==> config.mk <==
export PLATFORM = sky130hd
export DESIGN_NAME = pixel_intensity_stretch
export DESIGN_NICKNAME = d
export VERILOG_FILES = /design/src/hdl/pis_pkg.sv /design/src/hdl/pis_divider.sv /design/src/hdl/pixel_intensity_stretch.sv
export VERILOG_INCLUDE_DIRS = /design/src /design/src/hdl
export SDC_FILE = /design/constraint.sdc
export NUM_CORES = 2
export LEC_CHECK = 0
export BUFFER_PORTS_ARGS = -buffer_cell sky130_fd_sc_hd__buf_2
export CAP_MARGIN = 20
export CORE_UTILIZATION = 45
export CTS_BUF_LIST = sky130_fd_sc_hd__clkbuf_8
export CTS_CLUSTER_SIZE = 40
export DETAILED_ROUTE_END_ITERATION = 16
export HOLD_SLACK_MARGIN = 0.15
export PLACE_DENSITY = 0.62
export SLEW_MARGIN = 20
export SYNTH_ARGS = -nofsm -noshare
export SYNTH_HDL_FRONTEND = slang
export SYNTH_SLANG_ARGS = --single-unit
==> constraint.sdc <==
create_clock -name clk -period 9.8 [get_ports clk]
set_input_delay 0.49 -clock clk [delete_from_list [all_inputs] [get_ports clk]]
set_output_delay 0.49 -clock clk [all_outputs]
set_load 0.005 [all_outputs]
==> src/hdl/pixel_intensity_stretch_macros.svh <==
// Assertion macros for the intensity stretch block.
`ifndef PIXEL_INTENSITY_STRETCH_MACROS_SVH
`define PIXEL_INTENSITY_STRETCH_MACROS_SVH

// same-cycle implication
`define PIS_ASSERT_NOW(label, clk, rst_n, ante, cons) \
	label: assert property (@(posedge clk) disable iff (!rst_n) (ante) |-> (cons)) \
		else $error("pixel_intensity_stretch: same-cycle check failed");

// next-cycle implication
`define PIS_ASSERT_NEXT(label, clk, rst_n, ante, cons) \
	label: assert property (@(posedge clk) disable iff (!rst_n) (ante) |=> (cons)) \
		else $error("pixel_intensity_stretch: next-cycle check failed");

`endif

==> src/hdl/pis_pkg.sv <==
package pis_pkg;

	localparam int PIX_W      = 16;
	localparam int DIFF_W     = PIX_W + 1;
	localparam int MAG_W      = PIX_W;
	localparam int REM_W      = MAG_W + 1;
	localparam int NUM_COLORS = 256;
	localparam int TOP        = NUM_COLORS - 1;
	localparam int IDX_W      = 8;
	localparam int QW         = MAG_W + $clog2(NUM_COLORS);
	localparam int CFG_IDX_W  = 2;

	typedef logic [CFG_IDX_W-1:0] cfg_idx_t;

	localparam cfg_idx_t REG_LOW  = 2'd0;
	localparam cfg_idx_t REG_HIGH = 2'd1;
	localparam cfg_idx_t REG_WRAP = 2'd2;

	typedef logic [2:0] sel_t;

	localparam sel_t SEL_ZERO = 3'd0;
	localparam sel_t SEL_TOP  = 3'd1;
	localparam sel_t SEL_RAMP = 3'd2;
	localparam sel_t SEL_INV  = 3'd3;
	localparam sel_t SEL_WRAP = 3'd4;

	// how the quotient turns into a color index
	typedef struct packed {
		sel_t sel;
		logic neg;
	} side_t;

endpackage

==> src/hdl/pis_divider.sv <==
module pis_divider
	import pis_pkg::*;
(
	input  logic              clk,
	input  logic              arst_n,
	input  logic              up_valid,
	output logic              up_ready,
	input  logic [QW-1:0]     up_num,
	input  logic [MAG_W-1:0]  up_den,
	input  side_t             up_side,
	output logic              dn_valid,
	input  logic              dn_ready,
	output logic [QW-1:0]     dn_quo,
	output side_t             dn_side
);

	// one quotient bit per stage, MSB first
	logic              vld_q  [QW];
	logic [QW-1:0]     num_q  [QW];
	logic [QW-1:0]     quo_q  [QW];
	logic [MAG_W-1:0]  rem_q  [QW];
	logic [MAG_W-1:0]  den_q  [QW];
	side_t             side_q [QW];

	logic              pre_vld  [QW];
	logic [QW-1:0]     pre_num  [QW];
	logic [QW-1:0]     pre_quo  [QW];
	logic [MAG_W-1:0]  pre_rem  [QW];
	logic [MAG_W-1:0]  pre_den  [QW];
	side_t             pre_side [QW];

	logic en [QW+1];

	assign en[QW]   = dn_ready;
	assign up_ready = en[0];

	for (genvar k = 0; k < QW; k++) begin : g_stage
		logic [REM_W-1:0] trial;
		logic             ge;

		if (k == 0) begin : g_first
			assign pre_vld[k]  = up_valid;
			assign pre_num[k]  = up_num;
			assign pre_quo[k]  = '0;
			assign pre_rem[k]  = '0;
			assign pre_den[k]  = up_den;
			assign pre_side[k] = up_side;
		end else begin : g_next
			assign pre_vld[k]  = vld_q[k-1];
			assign pre_num[k]  = num_q[k-1];
			assign pre_quo[k]  = quo_q[k-1];
			assign pre_rem[k]  = rem_q[k-1];
			assign pre_den[k]  = den_q[k-1];
			assign pre_side[k] = side_q[k-1];
		end

		assign en[k] = !vld_q[k] || en[k+1];
		assign trial = {pre_rem[k], pre_num[k][QW-1]};
		assign ge    = trial >= REM_W'(pre_den[k]);

		always_ff @(posedge clk or negedge arst_n) begin
			if (!arst_n) begin
				vld_q[k] <= 1'b0;
			end else if (en[k]) begin
				vld_q[k] <= pre_vld[k];
			end
		end

		always_ff @(posedge clk) begin
			if (en[k] && pre_vld[k]) begin
				num_q[k]  <= {pre_num[k][QW-2:0], 1'b0};
				quo_q[k]  <= {pre_quo[k][QW-2:0], ge};
				rem_q[k]  <= ge ? MAG_W'(trial - REM_W'(pre_den[k])) : MAG_W'(trial);
				den_q[k]  <= pre_den[k];
				side_q[k] <= pre_side[k];
			end
		end
	end

	assign dn_valid = vld_q[QW-1];
	assign dn_quo   = quo_q[QW-1];
	assign dn_side  = side_q[QW-1];

endmodule

==> src/hdl/pixel_intensity_stretch.sv <==
// Stages from input acceptance to output valid: operand stage,
// multiply stage, 24 divider stages, output register.
// Throughput: one item per cycle unless out_ready stalls the output; the restoring divider is fully pipelined.
// Reset (arst_n low) clears all valid bits and sets low_level to 0,
// high_level to 255 and wrap_enable to 0.
`include "pixel_intensity_stretch_macros.svh"

module pixel_intensity_stretch
	import pis_pkg::*;
(
	input  logic                     clk,
	input  logic                     arst_n,
	input  logic                     cfg_wr_en,
	input  logic [CFG_IDX_W-1:0]     cfg_index,
	input  logic [PIX_W-1:0]         cfg_data,
	input  logic                     in_valid,
	output logic                     in_ready,
	input  logic signed [PIX_W-1:0]  pixel_value,
	output logic                     out_valid,
	input  logic                     out_ready,
	output logic [IDX_W-1:0]         color_index
);

	logic signed [PIX_W-1:0] low_q;
	logic signed [PIX_W-1:0] high_q;
	logic                    wrap_q;

	always_ff @(posedge clk or negedge arst_n) begin
		if (!arst_n) begin
			low_q  <= '0;
			high_q <= PIX_W'(255);
			wrap_q <= 1'b0;
		end else if (cfg_wr_en) begin
			unique case (cfg_index)
				REG_LOW:  low_q  <= cfg_data;
				REG_HIGH: high_q <= cfg_data;
				REG_WRAP: wrap_q <= cfg_data[0];
				default:  ;
			endcase
		end
	end

	// stage 1: offset, span and region
	logic                    rising;
	logic signed [PIX_W-1:0] origin;
	logic [DIFF_W-1:0]       diff;
	logic [DIFF_W-1:0]       span_d;
	logic [MAG_W-1:0]        span_mag;
	logic [MAG_W-1:0]        span_fix;
	side_t                   side_in;

	assign rising   = high_q > low_q;
	assign origin   = (wrap_q || rising) ? low_q : high_q;
	assign diff     = {pixel_value[PIX_W-1], pixel_value} - {origin[PIX_W-1], origin};
	assign span_d   = {high_q[PIX_W-1], high_q} - {low_q[PIX_W-1], low_q};
	assign span_mag = span_d[DIFF_W-1] ? MAG_W'(~span_d + DIFF_W'(1)) : MAG_W'(span_d);
	assign span_fix = (span_mag == '0) ? MAG_W'(1) : span_mag;

	always_comb begin
		side_in.neg = diff[DIFF_W-1];
		if (wrap_q) begin
			side_in.sel = SEL_WRAP;
		end else if (rising) begin
			if (pixel_value < low_q)
				side_in.sel = SEL_ZERO;
			else if (pixel_value <= high_q)
				side_in.sel = SEL_RAMP;
			else
				side_in.sel = SEL_TOP;
		end else begin
			if (pixel_value < high_q)
				side_in.sel = SEL_TOP;
			else if (pixel_value <= low_q)
				side_in.sel = SEL_INV;
			else
				side_in.sel = SEL_ZERO;
		end
	end

	logic             valid_s1;
	logic [MAG_W-1:0] mag_s1;
	logic [MAG_W-1:0] span_s1;
	side_t            side_s1;
	logic             valid_s2;
	logic [QW-1:0]    num_s2;
	logic [MAG_W-1:0] span_s2;
	side_t            side_s2;
	logic             en_s1;
	logic             en_s2;
	logic             div_ready;
	logic             div_valid;
	logic [QW-1:0]    div_quo;
	side_t            div_side;
	logic             en_out;

	assign en_out   = !out_valid || out_ready;
	assign en_s2    = !valid_s2 || div_ready;
	assign en_s1    = !valid_s1 || en_s2;
	assign in_ready = en_s1;

	always_ff @(posedge clk or negedge arst_n) begin
		if (!arst_n) begin
			valid_s1 <= 1'b0;
			valid_s2 <= 1'b0;
		end else begin
			if (en_s1)
				valid_s1 <= in_valid;
			if (en_s2)
				valid_s2 <= valid_s1;
		end
	end

	always_ff @(posedge clk) begin
		if (en_s1 && in_valid) begin
			mag_s1  <= diff[DIFF_W-1] ? MAG_W'(~diff + DIFF_W'(1)) : MAG_W'(diff);
			span_s1 <= span_fix;
			side_s1 <= side_in;
		end
		// stage 2: scale by the top color
		if (en_s2 && valid_s1) begin
			num_s2  <= QW'(mag_s1) * QW'(TOP);
			span_s2 <= span_s1;
			side_s2 <= side_s1;
		end
	end

	pis_divider u_div (
		.clk      (clk),
		.arst_n   (arst_n),
		.up_valid (valid_s2),
		.up_ready (div_ready),
		.up_num   (num_s2),
		.up_den   (span_s2),
		.up_side  (side_s2),
		.dn_valid (div_valid),
		.dn_ready (en_out),
		.dn_quo   (div_quo),
		.dn_side  (div_side)
	);

	logic [IDX_W-1:0] q8;
	logic [IDX_W-1:0] res;
	logic             out_valid_q;
	logic [IDX_W-1:0] color_index_q;

	assign q8 = div_quo[IDX_W-1:0];

	always_comb begin
		case (div_side.sel)
			SEL_ZERO: res = '0;
			SEL_TOP:  res = IDX_W'(TOP);
			SEL_RAMP: res = q8;
			SEL_INV:  res = IDX_W'(TOP) - q8;
			SEL_WRAP: res = div_side.neg ? ({IDX_W{1'b0}} - q8) : q8;
			default:  res = '0;
		endcase
	end

	always_ff @(posedge clk or negedge arst_n) begin
		if (!arst_n) begin
			out_valid_q <= 1'b0;
		end else if (en_out) begin
			out_valid_q <= div_valid;
		end
	end

	always_ff @(posedge clk) begin
		if (en_out && div_valid)
			color_index_q <= res;
	end

	assign out_valid   = out_valid_q;
	assign color_index = color_index_q;

	`PIS_ASSERT_NOW(a_ramp_in_range, clk, arst_n, div_valid && (div_side.sel == SEL_RAMP || div_side.sel == SEL_INV), div_quo <= QW'(TOP))
	`PIS_ASSERT_NEXT(a_accept_enters, clk, arst_n, in_valid && in_ready, valid_s1)
	`PIS_ASSERT_NEXT(a_s2_holds, clk, arst_n, valid_s2 && !div_ready, valid_s2 && $stable(num_s2))

endmodule

; ---- Yosys cells after proc, flatten, opt, wreduce, memory -nomap -nowiden
; Memory sizes are Yosys's and may differ from the RTL's.
; Index checks and enable logic that the tools add are counted.
[word_totals]
n_memories = 5
word_cells = 281
reg_bits = 148
output_inout_bits = 10
input_bits = 39
mem_bits_rw = 1992
[op_classes]
n_bitwise = 2
multipliers = 1
magnitude_cmp = 29
addsub = 30
mux = 82
n_eq_ne = 6
n_reduce_logical = 87
[memory_table]
columns = name, depth, width, read_ports, rd_ports_with_merged_regs, wr, line
row1 = u_div.quo_q, 24, 24, 24, 0, 24, pis_divider.sv:20  ; logic [QW-1:0] quo_q [QW];
row2 = u_div.num_q, 24, 23, 23, 0, 24, pis_divider.sv:19  ; logic [QW-1:0] num_q [QW];
row3 = u_div.den_q, 24, 16, 23, 0, 24, pis_divider.sv:22  ; logic [MAG_W-1:0] den_q [QW];
row4 = u_div.rem_q, 24, 16, 23, 0, 24, pis_divider.sv:21  ; logic [MAG_W-1:0] rem_q [QW];
row5 = u_div.side_q, 24, 4, 24, 0, 24, pis_divider.sv:23  ; side_t side_q [QW];
[op_table]
columns = cell, count
row1 = $mux 16, 27
row2 = $ge 17x16->1, 23
row3 = $sub 16x16->16, 23
row4 = $mux 1, 48
row5 = $sub 16x16->17, 2
row6 = $add 16x1->16 const B, 2
row7 = $le 16x16->1, 2
row8 = $lt 16x16->1, 2
row9 = $not 16->16, 2
row10 = $pmux 8 s4, 1
row11 = $logic_or 1x1->1, 28
row12 = $logic_and 1x1->1, 27
row13 = $logic_not 1->1, 27
row14 = $mul 16x8->24 const B, 1
row15 = $ge 1x16->1, 1
row16 = $gt 16x16->1, 1
row17 = $logic_not 16->1, 1
row18 = $sub 1x16->16, 1
row19 = $mux 2, 4
row20 = $mux 8, 1
row21 = $sub 1x8->8 const A, 1
row22 = $sub 8x8->8 const A, 1
row23 = $eq 3x2->1 const B, 2
row24 = $reduce_and 2->1, 3
row25 = other kinds (6), 6

; ---- Logic depth before layout (Yosys ltp)
[depth]
word_depth = 29
ltp_mapped = 27
depth_no_buf = 25

; ---- Modules after synthesis
; From an unflattened synthesis, not the netlist that was laid out.
[unflattened]
hier_cells = 5701
area_unflattened_um2 = 75119.5
[modules_own_cells]
columns = module, seq_area_each_um2, n_inst, cells_each, area_each_um2
row1 = pis_divider, 42881.1, 1, 4676, 64509.4
row2 = pixel_intensity_stretch, 3553.4, 1, 1025, 10610.2

; ---- Worst setup path before layout
; OpenSTA, ideal clock, no wires.
[synth_timing]
path_kind = input to register
startpoint = input port out_ready
endpoint = memory u_div.den_q[0][32] (netlist bit), enable pin
t_arrival_ns = 5.588
setup_time_ns = 0.559
stages = 8
path_slack_ns = 3.653
required_time_ns = 9.241
cell_sequence = nand4b_1 nor3_1 nand4_1 nor4_1 and3_1 nand3_1 nor2_1 a21boi_0
[synth_lines]
columns = item, line
row1 = start: declaration, pixel_intensity_stretch.sv:20  ; input logic out_ready,
row2 = end: declaration, pis_divider.sv:22

; ---- Final worst setup path
[layout_timing]
startpoint = register high_q[3]
endpoint = register mag_s1[15] (data pin)
[layout_between]
elab_chain_len = 7
[layout_lines]
columns = item, line
row1 = start: declaration, pixel_intensity_stretch.sv:25  ; logic signed [PIX_W-1:0] high_q;
row2 = start signal: assignment, pixel_intensity_stretch.sv:36  ; REG_HIGH: high_q <= cfg_data;
row3 = $gt 16x16->1, pixel_intensity_stretch.sv:52  ; assign rising = high_q > low_q;
row4 = $logic_or 1x1->1, pixel_intensity_stretch.sv:53  ; assign origin = (wrap_q || rising) ? low_q : high_q;
row5 = $mux 16 (*), pixel_intensity_stretch.sv:53
row6 = $sub 16x16->17 (*), pixel_intensity_stretch.sv:54  ; assign diff = {pixel_value[PIX_W-1], pixel_value} - {origin[PIX_W-1], origin};
row7 = $not 16->16, pixel_intensity_stretch.sv:115  ; mag_s1 <= diff[DIFF_W-1] ? MAG_W'(~diff + DIFF_W'(1)) : MAG_W'(diff);
row8 = $add 16x1->16, pixel_intensity_stretch.sv:115
row9 = $mux 16 (*), pixel_intensity_stretch.sv:115
row10 = end signal: assignment, pixel_intensity_stretch.sv:115
row11 = end: declaration, pixel_intensity_stretch.sv:81  ; logic [MAG_W-1:0] mag_s1;
; Every way passes the cells marked *; elsewhere a longest branch is shown, timed or not.
; A chain may end at the register's enable or synchronous reset.

==> impl_results.md <==
* Die Ht at 389 um
* Overflow after GRT at 0
* Clock skew at 0.0705 ns
* Detailed Routing Iterations Pass 1 at 5
* Area Overhead vs Synth at 11.2%
* Worst slew margin at 0.308
* Reg2reg end: mag_s1[15]
* FP Rows at 141
* Final net count at around 6300
* Worst EP required at 10.51 ns
* Critical path type: flop to flop
* Initial antenna violation count at 3
* Post-Place Worst Slack at around 2.8 ns
* Post-Synth Simple-Gate Area at 0.0865
* Seq cells post-synth at 1292
* Crit path from: high_q[3]
* Complex-gate fraction of the synthesized area at 0.103
* Cell count after synthesis at 5423
* Reg2Reg Depth at 24
* Final Max Tran Viols at 0
* Via-to-Cell Ratio at 5.26
* Cts bufs inserted at 214
* Avg Cell Area, Syn at 12.5 um^2
* Vias in the first global route at about 40000
* Crit path DAT at between 8 and 9 ns
* Critical Path Fanout Max at 12
* Antenna viol nets, final at 0
* First-pass GRT wire length at 220 mm
* Gpl congestion at 0.860
* Die area at ~150000 um^2
* Crit path to: mag_s1[15]
* CTS Sinks at about 1300
* Least-Margin Pin Slew at 1.04 ns
* Multiplexer share of the synthesized area at 0.0423
* Largest net degree at the start of global routing at 61
* Final worst setup slack at around 2.2 ns
* Max Cap Viol at 0
* WL/cell at 17.5 um
* RSZ-0062 raised after global routing: no
* Yosys Warn Count at 0
* Final setup viols at 0
* Synth Cell Area at 67500 um^2
* Min-delay worst type: primary input to asynchronous set/reset pin
* Post-synthesis adder-cell area fraction at 0.117
* Overall routing resource usage at 0.183
* Xor and xnor area share after synthesis at 0.0362
* Setup TNS at 0 ns
* Post-synth ARST share at 0.0464
* Crit share post-route at 0.775
* Post-synth EDFFs at 1232
* Status: complete, no violations
* Core Area at between 100000 and 150000 um^2
* Dominant cells by area after synthesis: edfxtp_1 (55%), ha_1 (8.9%), inv_1 (4.0%)
* Top_reg_cell synth: edfxtp_1
* Cell taking the most area after synthesis: edfxtp_1
* Die width at 389 um
* Max frequency at 132 MHz
* Yosys cell types at 90
* I/O Pins at slightly below 50
* Total Wirelength at 138 mm
* Hpwl dp at between 100 and 150 mm
* Port bufs at 48
* TritonCTS clock tree: done
* Synth top area share at 0.548
* Largest family of logic cells by synthesized area: adder cells
* Min Clock Period, post-route at around 7.6 ns
* Final Util at 0.506
* Final hold violation count at 0
* Reg2reg start: high_q[3]
* Via Count at between 40000 and 50000
* CTS clock-pin slew for the worst setup and hold paths at 0.06 ns
* Iteration-0 DRC Markers at about 2300
* Layout cell share with drive strength beyond 1 at 0.115
* Clock tree buffer depth at 3
* H-tree levels at 4
* Worst skew pair latency at 0.95 ns
* Syn_nets at 6037
* Worst setup SP type: flop
* Crit end category: flop
* Root Driver: clkbuf_8
* Starting Density at 0.455
* Reg2Reg Setup Slack at ~2.2 ns
* Register area share after synthesis at 0.570
* DRC viols at 0
==> area by class of cell <==
type | count | area, um^2
timing repair buffer | 142 | 1090
multi-input combinational | 3333 | 26200
sequential | 1292 | 38500
clock buffer | 226 | 3110
fill | 12900 | 73300
tap | 2002 | 2500
inverter | 719 | 2700
antenna | 4 | 10.0
clock inverter | 160 | 1000
==> what timing repair did <==
action,4_1_cts,5_1_grt
buffers inserted,0,0
resized for setup,0,0
hold buffers,55,0
endpoints found under the hold margin,101,0
==> worst min path at each step <==
stage / from / endpoint / slack [ns] / cells past startpoint
after floorplan: arst_n / high_q[10] / 0.19 / 0
after global placement: u_div.num_q[0][129] / u_div.num_q[0][153] / 0.40 / 0
after detailed placement: span_s1[10] / span_s2[10] / 0.40 / 0
after CTS: arst_n / high_q[15] / 0.17 / 2
after global routing: arst_n / u_div.pre_vld[3] / 0.25 / 2
final: arst_n / high_q[10] / 0.25 / 2
==> synthesized netlist by cell type (55+ instances only) <==
library cell and instances:
ha_1 481, inv_1 717, o21a_1 62, nor2_1 318, nor3_1 80, xor2_1 95
nand3_1 88, nand2_1 242, nand4_1 93, a21o_1 100, mux2i_1 56, fa_1 94
mux2_2 201, a21oi_1 325, xnor2_1 182, clkbuf_1 55, nor2b_1 92, o21ai_0 166
edfxtp_1 1232
==> placed cells by master (no fill, tap or decap), types with 22 or more instances in the layout <==
master,n
clkbuf_8,226
nor2b_1,85
a21o_1,100
nand3_1,88
o21a_1,61
dlygate4sd3_1,55
nor2_1,317
and2_1,33
clkinv_1,50
a21boi_0,47
dfrtp_1,52
mux2i_1,55
mux2_2,201
buf_2,47
xnor2_1,182
o21bai_1,22
nand2b_1,51
buf_4,40
o21ai_0,166
o2111ai_1,33
inv_1,773
ha_1,481
fa_1,94
nand4_1,93
a21oi_1,324
a31o_2,27
xor2_1,95
nor3_1,80
edfxtp_1,1232
a31oi_1,40
and3_1,30
o31ai_1,25
nand2_1,242
or3_1,30
clkinv_2,33
==> stage by stage <==
stage	instances	instance area [um^2]	hold WS, ns
global route	7877	75100	0.245
detailed placement	7433	70400	0.405
finish	7878	75100	0.254
global placement	7433	70400	0.400
floorplan	5423	67500	0.194
CTS	7874	75100	0.168
==> critical path: stages (launching register included) <==
cell	delay [ns]
dfstp_2	0.55
ha_1	0.31
a21o_1	0.22
or4_1	0.44
o211a_1	0.29
a2111oi_2	0.47
o41ai_1	0.18
a211oi_1	0.24
o21ai_1	0.09
nand2b_1	0.18
nor2b_2	0.43
buf_4	0.35
mux2i_1	0.32
ha_1	0.32
a21o_1	0.21
and2_1	0.19
o21ai_0	0.39
a31oi_1	0.22
a311oi_1	0.45
and4bb_2	0.32
a41o_1	0.18
a22oi_1	0.21
xnor2_1	0.15
o21ai_1	0.06
dlygate4sd3_1	0.55
==> logic make-up (layout without fill, tap and decap cells) <==
kind of cell / count (synthesis) / in the layout
adders and majority gates: 575 / 575
AOI/OAI and AO/OA: 1054 / 1054
buffers and inverters: 798 / 1247
and+or+nand+nor: 1166 / 1166
muxes: 260 / 260
DFF: 1292 / 1292
xor gates and xnor gates: 278 / 278
other: 0 / 4
==> per-layer routing <==
layer  wire length, um  part of all wire  vias up  global-route usage
li1                  -                 -    20400                   -
met1             61300              0.44    20000               0.235
met2             67900              0.49      742               0.313
met3              5070             0.037      243              0.0326
met4              3570             0.026        2              0.0583
met5                13          0.000094        -                   0
==> registers in the layout, summed over array words and instances (netlist names), 4 cells and up <==
| register | flops |
|---|---|
| mag_s1 | 16 |
| span_s2 | 16 |
| num_s2 | 24 |
| u_div.side_q | 96 |
| high_q | 16 |
| u_div.pre_vld | 23 |
| side_s2 | 4 |
| u_div.num_q | 276 |
| span_s1 | 16 |
| u_div.den_q | 368 |
| low_q | 16 |
| u_div.rem_q | 368 |
| color_index | 8 |
| side_s1 | 4 |
| u_div.quo_q | 36 |
Power is left out: the tool's default activity adds up to more than one toggle a clock period on the data nets, which glitch-free logic cannot reach.
